<file path="config.mk">
export PLATFORM = sky130hd
export DESIGN_NAME = audio_jitter_buffer
export DESIGN_NICKNAME = d
export VERILOG_FILES = /design/src/hdl/ajb_pkg.sv /design/src/hdl/ajb_ctrl.sv /design/src/hdl/ajb_datapath.sv /design/src/hdl/audio_jitter_buffer.sv
export SDC_FILE = /design/constraint.sdc
export NUM_CORES = 2
export LEC_CHECK = 0
export BUFFER_PORTS_ARGS = -buffer_cell sky130_fd_sc_hd__buf_2
export CORE_MARGIN = 2
export CORE_UTILIZATION = 44
export DETAILED_ROUTE_END_ITERATION = 12
export GPL_TIMING_DRIVEN = 0
export SKIP_LAST_GASP = 1
export SYNTH_ARGS = -nofsm -noshare
export SYNTH_HDL_FRONTEND = slang
export SYNTH_SLANG_ARGS = --single-unit
</file>
<file path="constraint.sdc">
create_clock -name clk -period 11.2 [get_ports clk]
set_input_delay 3.36 -clock clk [delete_from_list [all_inputs] [get_ports clk]]
set_output_delay 3.36 -clock clk [all_outputs]
set_load 0.05 [all_outputs]
</file>
<file path="src/hdl/ajb_pkg.sv">
// Shared types, codes and sequence helpers for the audio jitter buffer.
package ajb_pkg;

  localparam int CAPACITY_DEF = 16;

  // Field widths
  localparam int ACT_W     = 2;
  localparam int WORD_W    = 32;
  localparam int LEN_W     = 12;
  localparam int PRE_W     = 5;
  localparam int MISS_W    = 8;
  localparam int STATUS_W  = 2;
  localparam int BCOUNT_W  = 5;
  localparam int CFG_IDX_W = 2;
  localparam int IN_DATA_W  = 112;
  localparam int OUT_DATA_W = 272;

  // Actions
  localparam logic [ACT_W-1:0] ACT_INSERT = 2'd0;
  localparam logic [ACT_W-1:0] ACT_TAKE   = 2'd1;
  localparam logic [ACT_W-1:0] ACT_CLEAR  = 2'd2;
  localparam logic [ACT_W-1:0] ACT_STATS  = 2'd3;

  // Take status codes
  localparam logic [STATUS_W-1:0] TAKE_NONE    = 2'd0;
  localparam logic [STATUS_W-1:0] TAKE_PACKET  = 2'd1;
  localparam logic [STATUS_W-1:0] TAKE_SILENCE = 2'd2;

  // Register indexes
  localparam logic [CFG_IDX_W-1:0] REG_PREBUFFER = 2'd0;
  localparam logic [CFG_IDX_W-1:0] REG_MISS_LIM  = 2'd1;
  localparam logic [CFG_IDX_W-1:0] REG_PAYLOAD   = 2'd2;
  localparam logic [CFG_IDX_W-1:0] REG_JUMP      = 2'd3;

  // Register reset values
  localparam logic [PRE_W-1:0]  PREBUFFER_RST = 5'd3;
  localparam logic [MISS_W-1:0] MISS_LIM_RST  = 8'd5;
  localparam logic [LEN_W-1:0]  PAYLOAD_RST   = 12'd640;
  localparam logic [WORD_W-1:0] JUMP_RST      = 32'd1000;

  // Statistics counter slots
  localparam int NUM_STATS   = 6;
  localparam int ST_INSERTED = 0;
  localparam int ST_LATE     = 1;
  localparam int ST_DUP      = 2;
  localparam int ST_OVERFLOW = 3;
  localparam int ST_CONCEAL  = 4;
  localparam int ST_RESTART  = 5;

  typedef struct packed {
    logic latch;
    logic prep;
    logic scan;
    logic fin;
    logic load_out;
  } ctrl_cmd_t;

  typedef struct packed {
    logic prep_stop;
    logic scan_last;
    logic out_free;
  } dp_sts_t;

  // a precedes b in wrapping sequence order
  function automatic logic seq_before(input logic [WORD_W-1:0] a, input logic [WORD_W-1:0] b);
    logic [WORD_W-1:0] d;
    d = a - b;
    return (a != b) && d[WORD_W-1];
  endfunction

  // successor that skips zero
  function automatic logic [WORD_W-1:0] seq_next(input logic [WORD_W-1:0] s);
    logic [WORD_W-1:0] n;
    n = s + 32'd1;
    return (n == '0) ? 32'd1 : n;
  endfunction

endpackage

</file>
<file path="src/hdl/ajb_ctrl.sv">
// Sequencing state machine for the audio jitter buffer.
module ajb_ctrl (
  input  logic               clk,
  input  logic               rst,
  input  logic               in_valid,
  output logic               in_ready,
  input  ajb_pkg::dp_sts_t   sts,
  output ajb_pkg::ctrl_cmd_t cmd
);

  localparam logic [2:0] S_IDLE  = 3'd0;
  localparam logic [2:0] S_PREP  = 3'd1;
  localparam logic [2:0] S_SCAN  = 3'd2;
  localparam logic [2:0] S_DRAIN = 3'd3;
  localparam logic [2:0] S_FIN   = 3'd4;
  localparam logic [2:0] S_DONE  = 3'd5;

  logic [2:0] state;
  logic [2:0] state_next;

  // Advance state
  always_ff @(posedge clk) begin
    if (rst) begin
      state <= S_IDLE;
    end else begin
      state <= state_next;
    end
  end

  // Decode commands and next state
  always_comb begin
    state_next = state;
    cmd        = '0;
    in_ready   = 1'b0;
    case (state)
      S_IDLE: begin
        in_ready = 1'b1;
        if (in_valid) begin
          cmd.latch  = 1'b1;
          state_next = S_PREP;
        end
      end
      S_PREP: begin
        cmd.prep   = 1'b1;
        state_next = sts.prep_stop ? S_DONE : S_SCAN;
      end
      S_SCAN: begin
        cmd.scan = 1'b1;
        if (sts.scan_last) state_next = S_DRAIN;
      end
      S_DRAIN: begin
        state_next = S_FIN;
      end
      S_FIN: begin
        cmd.fin    = 1'b1;
        state_next = S_DONE;
      end
      S_DONE: begin
        if (sts.out_free) begin
          cmd.load_out = 1'b1;
          state_next   = S_IDLE;
        end
      end
      default: state_next = S_IDLE;
    endcase
  end

endmodule

</file>
<file path="src/hdl/ajb_datapath.sv">
// Packet table, session state, statistics and output register.
module ajb_datapath #(
  parameter int CAPACITY = ajb_pkg::CAPACITY_DEF
) (
  input  logic                              clk,
  input  logic                              rst,
  input  logic                              cfg_we,
  input  logic [ajb_pkg::CFG_IDX_W-1:0]     cfg_index,
  input  logic [ajb_pkg::WORD_W-1:0]        cfg_data,
  input  logic [ajb_pkg::ACT_W-1:0]         in_action,
  input  logic [ajb_pkg::IN_DATA_W-1:0]     in_data,
  output logic                              out_valid,
  input  logic                              out_ready,
  output logic [ajb_pkg::OUT_DATA_W-1:0]    out_data,
  input  ajb_pkg::ctrl_cmd_t                cmd,
  output ajb_pkg::dp_sts_t                  sts
);

  localparam int IDX_W = $clog2(CAPACITY);
  localparam int CNT_W = $clog2(CAPACITY + 1);
  localparam int CMP_W = (CNT_W > ajb_pkg::PRE_W) ? CNT_W : ajb_pkg::PRE_W;
  localparam int W     = ajb_pkg::WORD_W;

  // Latched input word
  logic [ajb_pkg::ACT_W-1:0] act_q;
  logic [W-1:0]              sess_q;
  logic [W-1:0]              seq_q;
  logic [ajb_pkg::LEN_W-1:0] len_q;
  logic [W-1:0]              hdl_q;

  // Configuration
  logic [ajb_pkg::PRE_W-1:0]  pre_cnt;
  logic [ajb_pkg::MISS_W-1:0] miss_lim;
  logic [ajb_pkg::LEN_W-1:0]  pay_bytes;
  logic [W-1:0]               jump_lim;

  // Table and session state
  logic [CAPACITY-1:0]        valid;
  logic [CNT_W-1:0]           count;
  logic [W-1:0]               active;
  logic [W-1:0]               exp_seq;
  logic                       playing;
  logic [ajb_pkg::MISS_W-1:0] miss_run;
  logic [W-1:0]               stat [ajb_pkg::NUM_STATS];
  logic [W-1:0]               seq_mem [CAPACITY];
  logic [W-1:0]               hdl_mem [CAPACITY];

  // Scan state
  logic [IDX_W-1:0] scan_cnt;
  logic             rd_pend;
  logic [IDX_W-1:0] rd_idx;
  logic [W-1:0]     rd_seq;
  logic [W-1:0]     rd_hdl;
  logic             match_found;
  logic [IDX_W-1:0] match_idx;
  logic [W-1:0]     match_hdl;
  logic             far_found;
  logic [IDX_W-1:0] far_idx;
  logic [W-1:0]     far_dist;
  logic             free_found;
  logic [IDX_W-1:0] free_idx;

  // Result of the current word
  logic                         res_acc;
  logic [ajb_pkg::STATUS_W-1:0] res_status;
  logic [W-1:0]                 res_hdl;

  logic             new_sess, ins_invalid, late, jump, not_ready, full;
  logic             rd_v, evict_ok, mem_we;
  logic [W-1:0]     dist_new, key, rd_d, exp_next;
  logic [IDX_W-1:0] mem_addr;
  logic [ajb_pkg::MISS_W-1:0] miss_inc;

  // Decisions on the latched word
  always_comb begin
    new_sess    = (active == '0) || (active != sess_q);
    ins_invalid = (sess_q == '0) || (seq_q == '0) || (len_q != pay_bytes);
    dist_new    = seq_q - exp_seq;
    late        = !new_sess && playing && ajb_pkg::seq_before(seq_q, exp_seq);
    jump        = !new_sess && playing && !late && (dist_new > jump_lim);
    not_ready   = CMP_W'(count) < CMP_W'(pre_cnt);
    full        = (count == CNT_W'(CAPACITY));
    key         = (act_q == ajb_pkg::ACT_INSERT) ? seq_q : exp_seq;
    rd_v        = valid[rd_idx];
    rd_d        = rd_seq - exp_seq;
    exp_next    = ajb_pkg::seq_next(exp_seq);
    miss_inc    = miss_run + 8'd1;
    evict_ok    = far_found && (dist_new < far_dist);
    mem_we      = cmd.fin && (act_q == ajb_pkg::ACT_INSERT) && !match_found &&
                  (!full || evict_ok);
    mem_addr    = full ? far_idx : free_idx;
    case (act_q)
      ajb_pkg::ACT_INSERT: sts.prep_stop = ins_invalid || late;
      ajb_pkg::ACT_TAKE:   sts.prep_stop = !playing && not_ready;
      default:             sts.prep_stop = 1'b1;
    endcase
    sts.scan_last = (scan_cnt == IDX_W'(CAPACITY - 1));
    sts.out_free  = !out_valid || out_ready;
  end

  // Hold the accepted word
  always_ff @(posedge clk) begin
    if (cmd.latch) begin
      act_q  <= in_action;
      sess_q <= in_data[31:0];
      seq_q  <= in_data[63:32];
      len_q  <= in_data[75:64];
      hdl_q  <= in_data[107:76];
    end
  end

  // Table memories: registered read at the scan address, one write port
  always_ff @(posedge clk) begin
    rd_seq <= seq_mem[scan_cnt];
    rd_hdl <= hdl_mem[scan_cnt];
    if (mem_we) begin
      seq_mem[mem_addr] <= seq_q;
      hdl_mem[mem_addr] <= hdl_q;
    end
  end

  // Control and session state
  always_ff @(posedge clk) begin
    if (rst) begin
      pre_cnt     <= ajb_pkg::PREBUFFER_RST;
      miss_lim    <= ajb_pkg::MISS_LIM_RST;
      pay_bytes   <= ajb_pkg::PAYLOAD_RST;
      jump_lim    <= ajb_pkg::JUMP_RST;
      valid       <= '0;
      count       <= '0;
      active      <= '0;
      exp_seq     <= '0;
      playing     <= 1'b0;
      miss_run    <= '0;
      for (int i = 0; i < ajb_pkg::NUM_STATS; i++) stat[i] <= '0;
      scan_cnt    <= '0;
      rd_pend     <= 1'b0;
      rd_idx      <= '0;
      match_found <= 1'b0;
      match_idx   <= '0;
      match_hdl   <= '0;
      far_found   <= 1'b0;
      far_idx     <= '0;
      far_dist    <= '0;
      free_found  <= 1'b0;
      free_idx    <= '0;
      res_acc     <= 1'b0;
      res_status  <= ajb_pkg::TAKE_NONE;
      res_hdl     <= '0;
      out_valid   <= 1'b0;
      out_data    <= '0;
    end else begin
      // Register writes
      if (cfg_we) begin
        case (cfg_index)
          ajb_pkg::REG_PREBUFFER: pre_cnt   <= cfg_data[ajb_pkg::PRE_W-1:0];
          ajb_pkg::REG_MISS_LIM:  miss_lim  <= cfg_data[ajb_pkg::MISS_W-1:0];
          ajb_pkg::REG_PAYLOAD:   pay_bytes <= cfg_data[ajb_pkg::LEN_W-1:0];
          ajb_pkg::REG_JUMP:      jump_lim  <= cfg_data;
          default: ;
        endcase
      end

      // First step: checks, session handling, statistics reset, scan setup
      if (cmd.prep) begin
        scan_cnt    <= '0;
        rd_pend     <= 1'b0;
        match_found <= 1'b0;
        far_found   <= 1'b0;
        free_found  <= 1'b0;
        res_acc     <= 1'b0;
        res_status  <= ajb_pkg::TAKE_NONE;
        res_hdl     <= '0;
        case (act_q)
          ajb_pkg::ACT_INSERT: begin
            if (!ins_invalid) begin
              if (new_sess || jump) begin
                if (jump || active != '0)
                  stat[ajb_pkg::ST_RESTART] <= stat[ajb_pkg::ST_RESTART] + 32'd1;
                active   <= sess_q;
                exp_seq  <= seq_q;
                playing  <= 1'b0;
                miss_run <= '0;
                valid    <= '0;
                count    <= '0;
              end else if (late) begin
                stat[ajb_pkg::ST_LATE] <= stat[ajb_pkg::ST_LATE] + 32'd1;
              end else if (!playing && ajb_pkg::seq_before(seq_q, exp_seq)) begin
                exp_seq <= seq_q;
              end
            end
          end
          ajb_pkg::ACT_TAKE: begin
            if (!playing && !not_ready) begin
              playing  <= 1'b1;
              miss_run <= '0;
            end
          end
          ajb_pkg::ACT_CLEAR: begin
            active   <= '0;
            exp_seq  <= '0;
            playing  <= 1'b0;
            miss_run <= '0;
            valid    <= '0;
            count    <= '0;
          end
          default: begin
            for (int i = 0; i < ajb_pkg::NUM_STATS; i++) stat[i] <= '0;
          end
        endcase
      end

      // Advance the scan address
      if (cmd.scan) begin
        scan_cnt <= scan_cnt + IDX_W'(1);
        rd_idx   <= scan_cnt;
        rd_pend  <= 1'b1;
      end else if (!cmd.prep) begin
        rd_pend <= 1'b0;
      end

      // Examine one entry: match, farthest valid entry, lowest free slot
      if (rd_pend) begin
        if (rd_v && rd_seq == key && !match_found) begin
          match_found <= 1'b1;
          match_idx   <= rd_idx;
          match_hdl   <= rd_hdl;
        end
        if (rd_v && (!far_found || rd_d > far_dist)) begin
          far_found <= 1'b1;
          far_idx   <= rd_idx;
          far_dist  <= rd_d;
        end
        if (!rd_v && !free_found) begin
          free_found <= 1'b1;
          free_idx   <= rd_idx;
        end
      end

      // Last step: store, evict or play out
      if (cmd.fin) begin
        case (act_q)
          ajb_pkg::ACT_INSERT: begin
            if (match_found) begin
              stat[ajb_pkg::ST_DUP] <= stat[ajb_pkg::ST_DUP] + 32'd1;
            end else if (full) begin
              stat[ajb_pkg::ST_OVERFLOW] <= stat[ajb_pkg::ST_OVERFLOW] + 32'd1;
              if (evict_ok) begin
                stat[ajb_pkg::ST_INSERTED] <= stat[ajb_pkg::ST_INSERTED] + 32'd1;
                res_acc <= 1'b1;
              end
            end else begin
              valid[free_idx] <= 1'b1;
              count           <= count + CNT_W'(1);
              stat[ajb_pkg::ST_INSERTED] <= stat[ajb_pkg::ST_INSERTED] + 32'd1;
              res_acc <= 1'b1;
            end
          end
          ajb_pkg::ACT_TAKE: begin
            exp_seq <= exp_next;
            if (match_found) begin
              res_status       <= ajb_pkg::TAKE_PACKET;
              res_hdl          <= match_hdl;
              valid[match_idx] <= 1'b0;
              count            <= count - CNT_W'(1);
              miss_run         <= '0;
            end else begin
              res_status <= ajb_pkg::TAKE_SILENCE;
              stat[ajb_pkg::ST_CONCEAL] <= stat[ajb_pkg::ST_CONCEAL] + 32'd1;
              if (miss_inc >= miss_lim) begin
                playing  <= 1'b0;
                miss_run <= '0;
                valid    <= '0;
                count    <= '0;
              end else begin
                miss_run <= miss_inc;
              end
            end
          end
          default: ;
        endcase
      end

      // Output register
      if (cmd.load_out) begin
        out_valid <= 1'b1;
        out_data  <= {7'd0, active,
                      stat[ajb_pkg::ST_RESTART], stat[ajb_pkg::ST_CONCEAL],
                      stat[ajb_pkg::ST_OVERFLOW], stat[ajb_pkg::ST_DUP],
                      stat[ajb_pkg::ST_LATE], stat[ajb_pkg::ST_INSERTED],
                      ajb_pkg::BCOUNT_W'(count), playing, res_hdl, res_status, res_acc};
      end else if (out_ready) begin
        out_valid <= 1'b0;
      end
    end
  end

endmodule

</file>
<file path="src/hdl/audio_jitter_buffer.sv">
// Top level of the audio jitter buffer: controller plus datapath.
//
//  Channel   Signals                          Moves
//  s_axis    tvalid tready tdata tuser        one request word (insert/take/clear/stats)
//  m_axis    tvalid tready tdata              one result word per request
//  cfg       cfg_we cfg_index cfg_data        register write, no read-back
//
// Insert and take words go through a table scan, which
// reads one entry per cycle from the single memory read port.
// Rejected inserts, waiting takes, clear and stats reset skip the scan.
// One word is in work at a time; a result held by m_axis_tready stalls the next.
// rst is synchronous and clears the table, session, counters and registers.
module audio_jitter_buffer #(
  parameter int CAPACITY = ajb_pkg::CAPACITY_DEF
) (
  input  logic                            clk,
  input  logic                            rst,
  input  logic                            s_axis_tvalid,
  output logic                            s_axis_tready,
  // session_id[31:0], seq_num[63:32], payload_length[75:64], payload_handle[107:76]
  input  logic [ajb_pkg::IN_DATA_W-1:0]   s_axis_tdata,
  // action[1:0]
  input  logic [ajb_pkg::ACT_W-1:0]       s_axis_tuser,
  output logic                            m_axis_tvalid,
  input  logic                            m_axis_tready,
  // insert_accepted[0], take_status[2:1], out_handle[34:3], is_playing[35],
  // buffered_count[40:36], inserted_total[72:41], late_total[104:73],
  // duplicate_total[136:105], overflow_total[168:137], concealed_total[200:169],
  // restart_total[232:201], current_session[264:233]
  output logic [ajb_pkg::OUT_DATA_W-1:0]  m_axis_tdata,
  input  logic                            cfg_we,
  input  logic [ajb_pkg::CFG_IDX_W-1:0]   cfg_index,
  input  logic [ajb_pkg::WORD_W-1:0]      cfg_data
);

  ajb_pkg::ctrl_cmd_t cmd;
  ajb_pkg::dp_sts_t   sts;

  ajb_ctrl u_ctrl (
    .clk      (clk),
    .rst      (rst),
    .in_valid (s_axis_tvalid),
    .in_ready (s_axis_tready),
    .sts      (sts),
    .cmd      (cmd)
  );

  ajb_datapath #(
    .CAPACITY (CAPACITY)
  ) u_dp (
    .clk       (clk),
    .rst       (rst),
    .cfg_we    (cfg_we),
    .cfg_index (cfg_index),
    .cfg_data  (cfg_data),
    .in_action (s_axis_tuser),
    .in_data   (s_axis_tdata),
    .out_valid (m_axis_tvalid),
    .out_ready (m_axis_tready),
    .out_data  (m_axis_tdata),
    .cmd       (cmd),
    .sts       (sts)
  );

endmodule
</file>
==> results_dict.tcl <==
set metrics [dict create \
    hp-class "flip-flop to flip-flop" \
    place_congestion 0.949 \
    setup_tns_ns 0 \
    holdPathStages 2 \
    wl_um 239000 \
    fin_area_um2 94500 \
    cts_tree "done" \
    wire_per_inst_um 25.2 \
    min_period_ns 8.79 \
    clockBufferDepth 3 \
    holdWs_ns 0.449 \
    p_int_mw 12.0 \
    post_dp_cell_area_um2 87800 \
    clock.fmax_ghz 0.114 \
    grt_max_degree 49 \
    worstPathMaxFanout 20 \
    clk_latency_ns 0.83 \
    drtPass1Iterations 8 \
    die_area_um2 188000 \
    yosysWarnings 0 \
    cts_setup_buffers 0 \
    vias 53900 \
    swShare_pct 23.4 \
    synth_seq_cells 1933 \
    fin_nets 7211 \
    fillCellCount 15600 \
    synth_top_flop_cell "edfxtp_1" \
    fin_util_pct 51.6 \
    drt_iter0_markers 5065 \
    status "finished, violations left" \
    violations "capacitance limit, slew limit" \
    hold_viol 0 \
    die-height_um 434 \
    grt_pass1_wl_um 347000 \
    leakagePower_nw 31.4 \
    synth.distinct_cells 87 \
    required_ns 11.72 \
    overflow 0 \
    rr_worst_depth 25 \
    period_share_pct 78.5 \
    syn_area_per_cell_um2 13.1 \
    max_slew_margin_pct -1.46 \
    power_mw 15.6 \
    cp-start-kind "flip-flop" \
    initial_core_util_pct 44.4 \
    grt_pass1_vias 52500 \
    ir_worst_vdd_mv 0.128 \
    yosysTopAreaCellShare_pct 49.0 \
    die_w_um 434 \
    maxCapViolCount 2 \
    synth.cell_area_um2 81300 \
    rsz0062_at_grt "false" \
    coreArea_um2 183000 \
    ios 427 \
    finalSetupViolCount 0 \
    comb_power_share_pct 6.0 \
    async_flop_share_pct 0 \
    synth_area_leader_cell "edfxtp_1" \
    grt_usage_pct 25.1 \
    portBuffers 414 \
    drc 0 \
    yosys-top-cells-count "edfxtp_1 (1326), nand2_1 (921), dfxtp_1 (607)" \
    arrival_ns 9.31 \
    cts_max_level 4 \
    pwr-share-clk_pct 42.7 \
    syn_inst 6196 \
    ys_seq_area_share_pct 63.9 \
    viasPerCell 5.66 \
    root_buffer "clkbuf_16" \
    power_density_nw_per_um2 165 \
    numCtsBuffers 199 \
    crit_path_end_kind "flip-flop" \
    synth_most_common_cell "edfxtp_1" \
    antenna_found_initial 7 \
    worstSetupPathType "flip-flop to flip-flop" \
    areaGrowthSynthToFinish_pct 16.3 \
    synthTopCellsByArea "edfxtp_1 (49%), dfxtp_1 (15%), mux4_2 (9.0%), nand2_1 (4.3%), a21oi_1 (3.2%)" \
    fin_skew_ns 0.0324 \
    cts_resized 0 \
    drive_above_1_share_pct 16.9 \
    switchingPower_mw 3.66 \
    num_rows 157 \
    synth_edf_count 1326 \
    p_seq_share_pct 51.3 \
    hpwl_um 172000 \
    worstMarginPinSlew_ns 1.52 \
    hold_buffers 0 \
    cts.sinks 1933 \
    ant_nets 0 \
    cts.clk_slew.worst_paths_ns 0.06 \
    drv_slew 11 \
]
## logic make-up (layout without fill, tap and decap cells)
logic type	Yosys count	in the layout	share of synthesized area, %
buffers and inverters	470	1318	2.26
and+or+nand+nor	1936	1936	10.7
xor gates and xnor gates	314	314	3.38
DFF	1933	1933	63.9
muxes	415	415	10.1
adders and majority gates	182	182	2.82
other	1	11	0.00461
AOI/OAI and AO/OA	945	945	6.85
## power groups by stage
| stage | Combinational (mW) | Sequential (mW) | Clock [mW] |
|---|---|---|---|
| 2_1_floorplan | 0.541 | 8.14 | 0 |
| 3_3_place_gp | 0.897 | 8.17 | 0 |
| 3_5_place_dp | 0.926 | 8.17 | 0 |
| 4_1_cts | 0.930 | 8.02 | 6.78 |
| 5_1_grt | 1.01 | 8.04 | 7.06 |
| 6_report | 0.931 | 8.02 | 6.67 |
## layer usage
layer / track usage (%) / wire [um] / up-vias / share of wire, %
met4: 9.56 / 9100 / 4 / 3.8
li1: - / - / 24400 / -
met1: 33.8 / 101000 / 27200 / 42
met3: 3.51 / 14300 / 405 / 6.0
met5: 0 / 27 / - / 0.011
met2: 41.2 / 115000 / 1878 / 48
## final cells by class
class | count | area [um^2] | area share [%]
clock buffers | 272 | 5650 | 5.98
flip-flops and latches | 1933 | 52000 | 55.0
diodes | 4 | 10.0 | 0.0106
clock inverters | 103 | 1000 | 1.06
multi-input cells | 3799 | 27700 | 29.3
plain buffers | 320 | 1270 | 1.34
repair buffers | 473 | 3300 | 3.49
inverters | 150 | 563 | 0.596
well taps | 2464 | 3080 | 3.26
## worst paths after layout
check	start	end	slack [ns]
worst max-delay path	u_dp.seq_q[0]	u_dp.seq_mem[13][6]	2.41
worst max register to register	u_dp.seq_q[0]	u_dp.seq_mem[13][6]	2.41
worst min register to register	u_dp.out_data[186]	u_dp.out_data[186]	0.45
worst min-delay path	u_dp.out_data[186]	u_dp.out_data[186]	0.45
## sequential cells by signal, indices dropped and copies added, names as in the netlist, 12 cells and up
signal          count
u_dp.stat         192
u_dp.seq_mem      512
u_dp.pay_bytes     12
u_dp.match_hdl     32
u_dp.rd_hdl        32
u_dp.active        32
u_dp.hdl_mem      512
u_dp.exp_seq       32
u_dp.hdl_q         32
u_dp.out_data     265
u_dp.res_hdl       32
u_dp.jump_lim      32
u_dp.far_dist      32
u_dp.len_q         12
u_dp.valid         16
u_dp.rd_seq        32
u_dp.seq_q         32
u_dp.sess_q        32
## cells in the final DEF, fill, tap and decap left out, types with 69 or more instances in the layout
cell type,instances
clkbuf_16,204
clkbuf_1,296
edfxtp_1,1326
ha_1,180
nor2_1,386
nand3_1,185
dfxtp_1,607
mux4_2,324
buf_2,440
o21ai_0,136
mux2i_1,90
nand2_1,919
inv_1,148
xnor2_1,115
xor2_1,199
nor4_1,69
nand4_1,89
a21oi_1,522
## worst max-delay path, stage by stage (launching register included)
cell and delay [ns]:
edfxtp_1 0.80, inv_1 0.17, ha_1 0.17, inv_1 0.05, fa_1 0.39, a21o_1 0.19
a221oi_1 0.52, o211ai_1 0.19, a311oi_1 0.55, o21a_1 0.27, o211ai_1 0.14, a31o_2 0.25
a21oi_1 0.17, xnor2_1 0.23, ha_1 0.32, nand4_1 0.15, nor4_1 0.10, o21ai_0 0.18
and4b_1 0.24, o21ai_0 0.09, a211oi_1 0.99, a41oi_1 0.73, nor2_4 0.81, buf_12 0.29
buf_12 0.22, buf_16 0.19
## through the flow
step / setup WS, ns / instances
finish: 2.41 / 9518
global route: 1.98 / 9518
CTS: 2.35 / 9513
detailed placement: 2.37 / 9138
global placement: -2.66 / 9080
floorplan: 3.28 / 6202
Note: power is estimated with default switching activity, not from simulation.
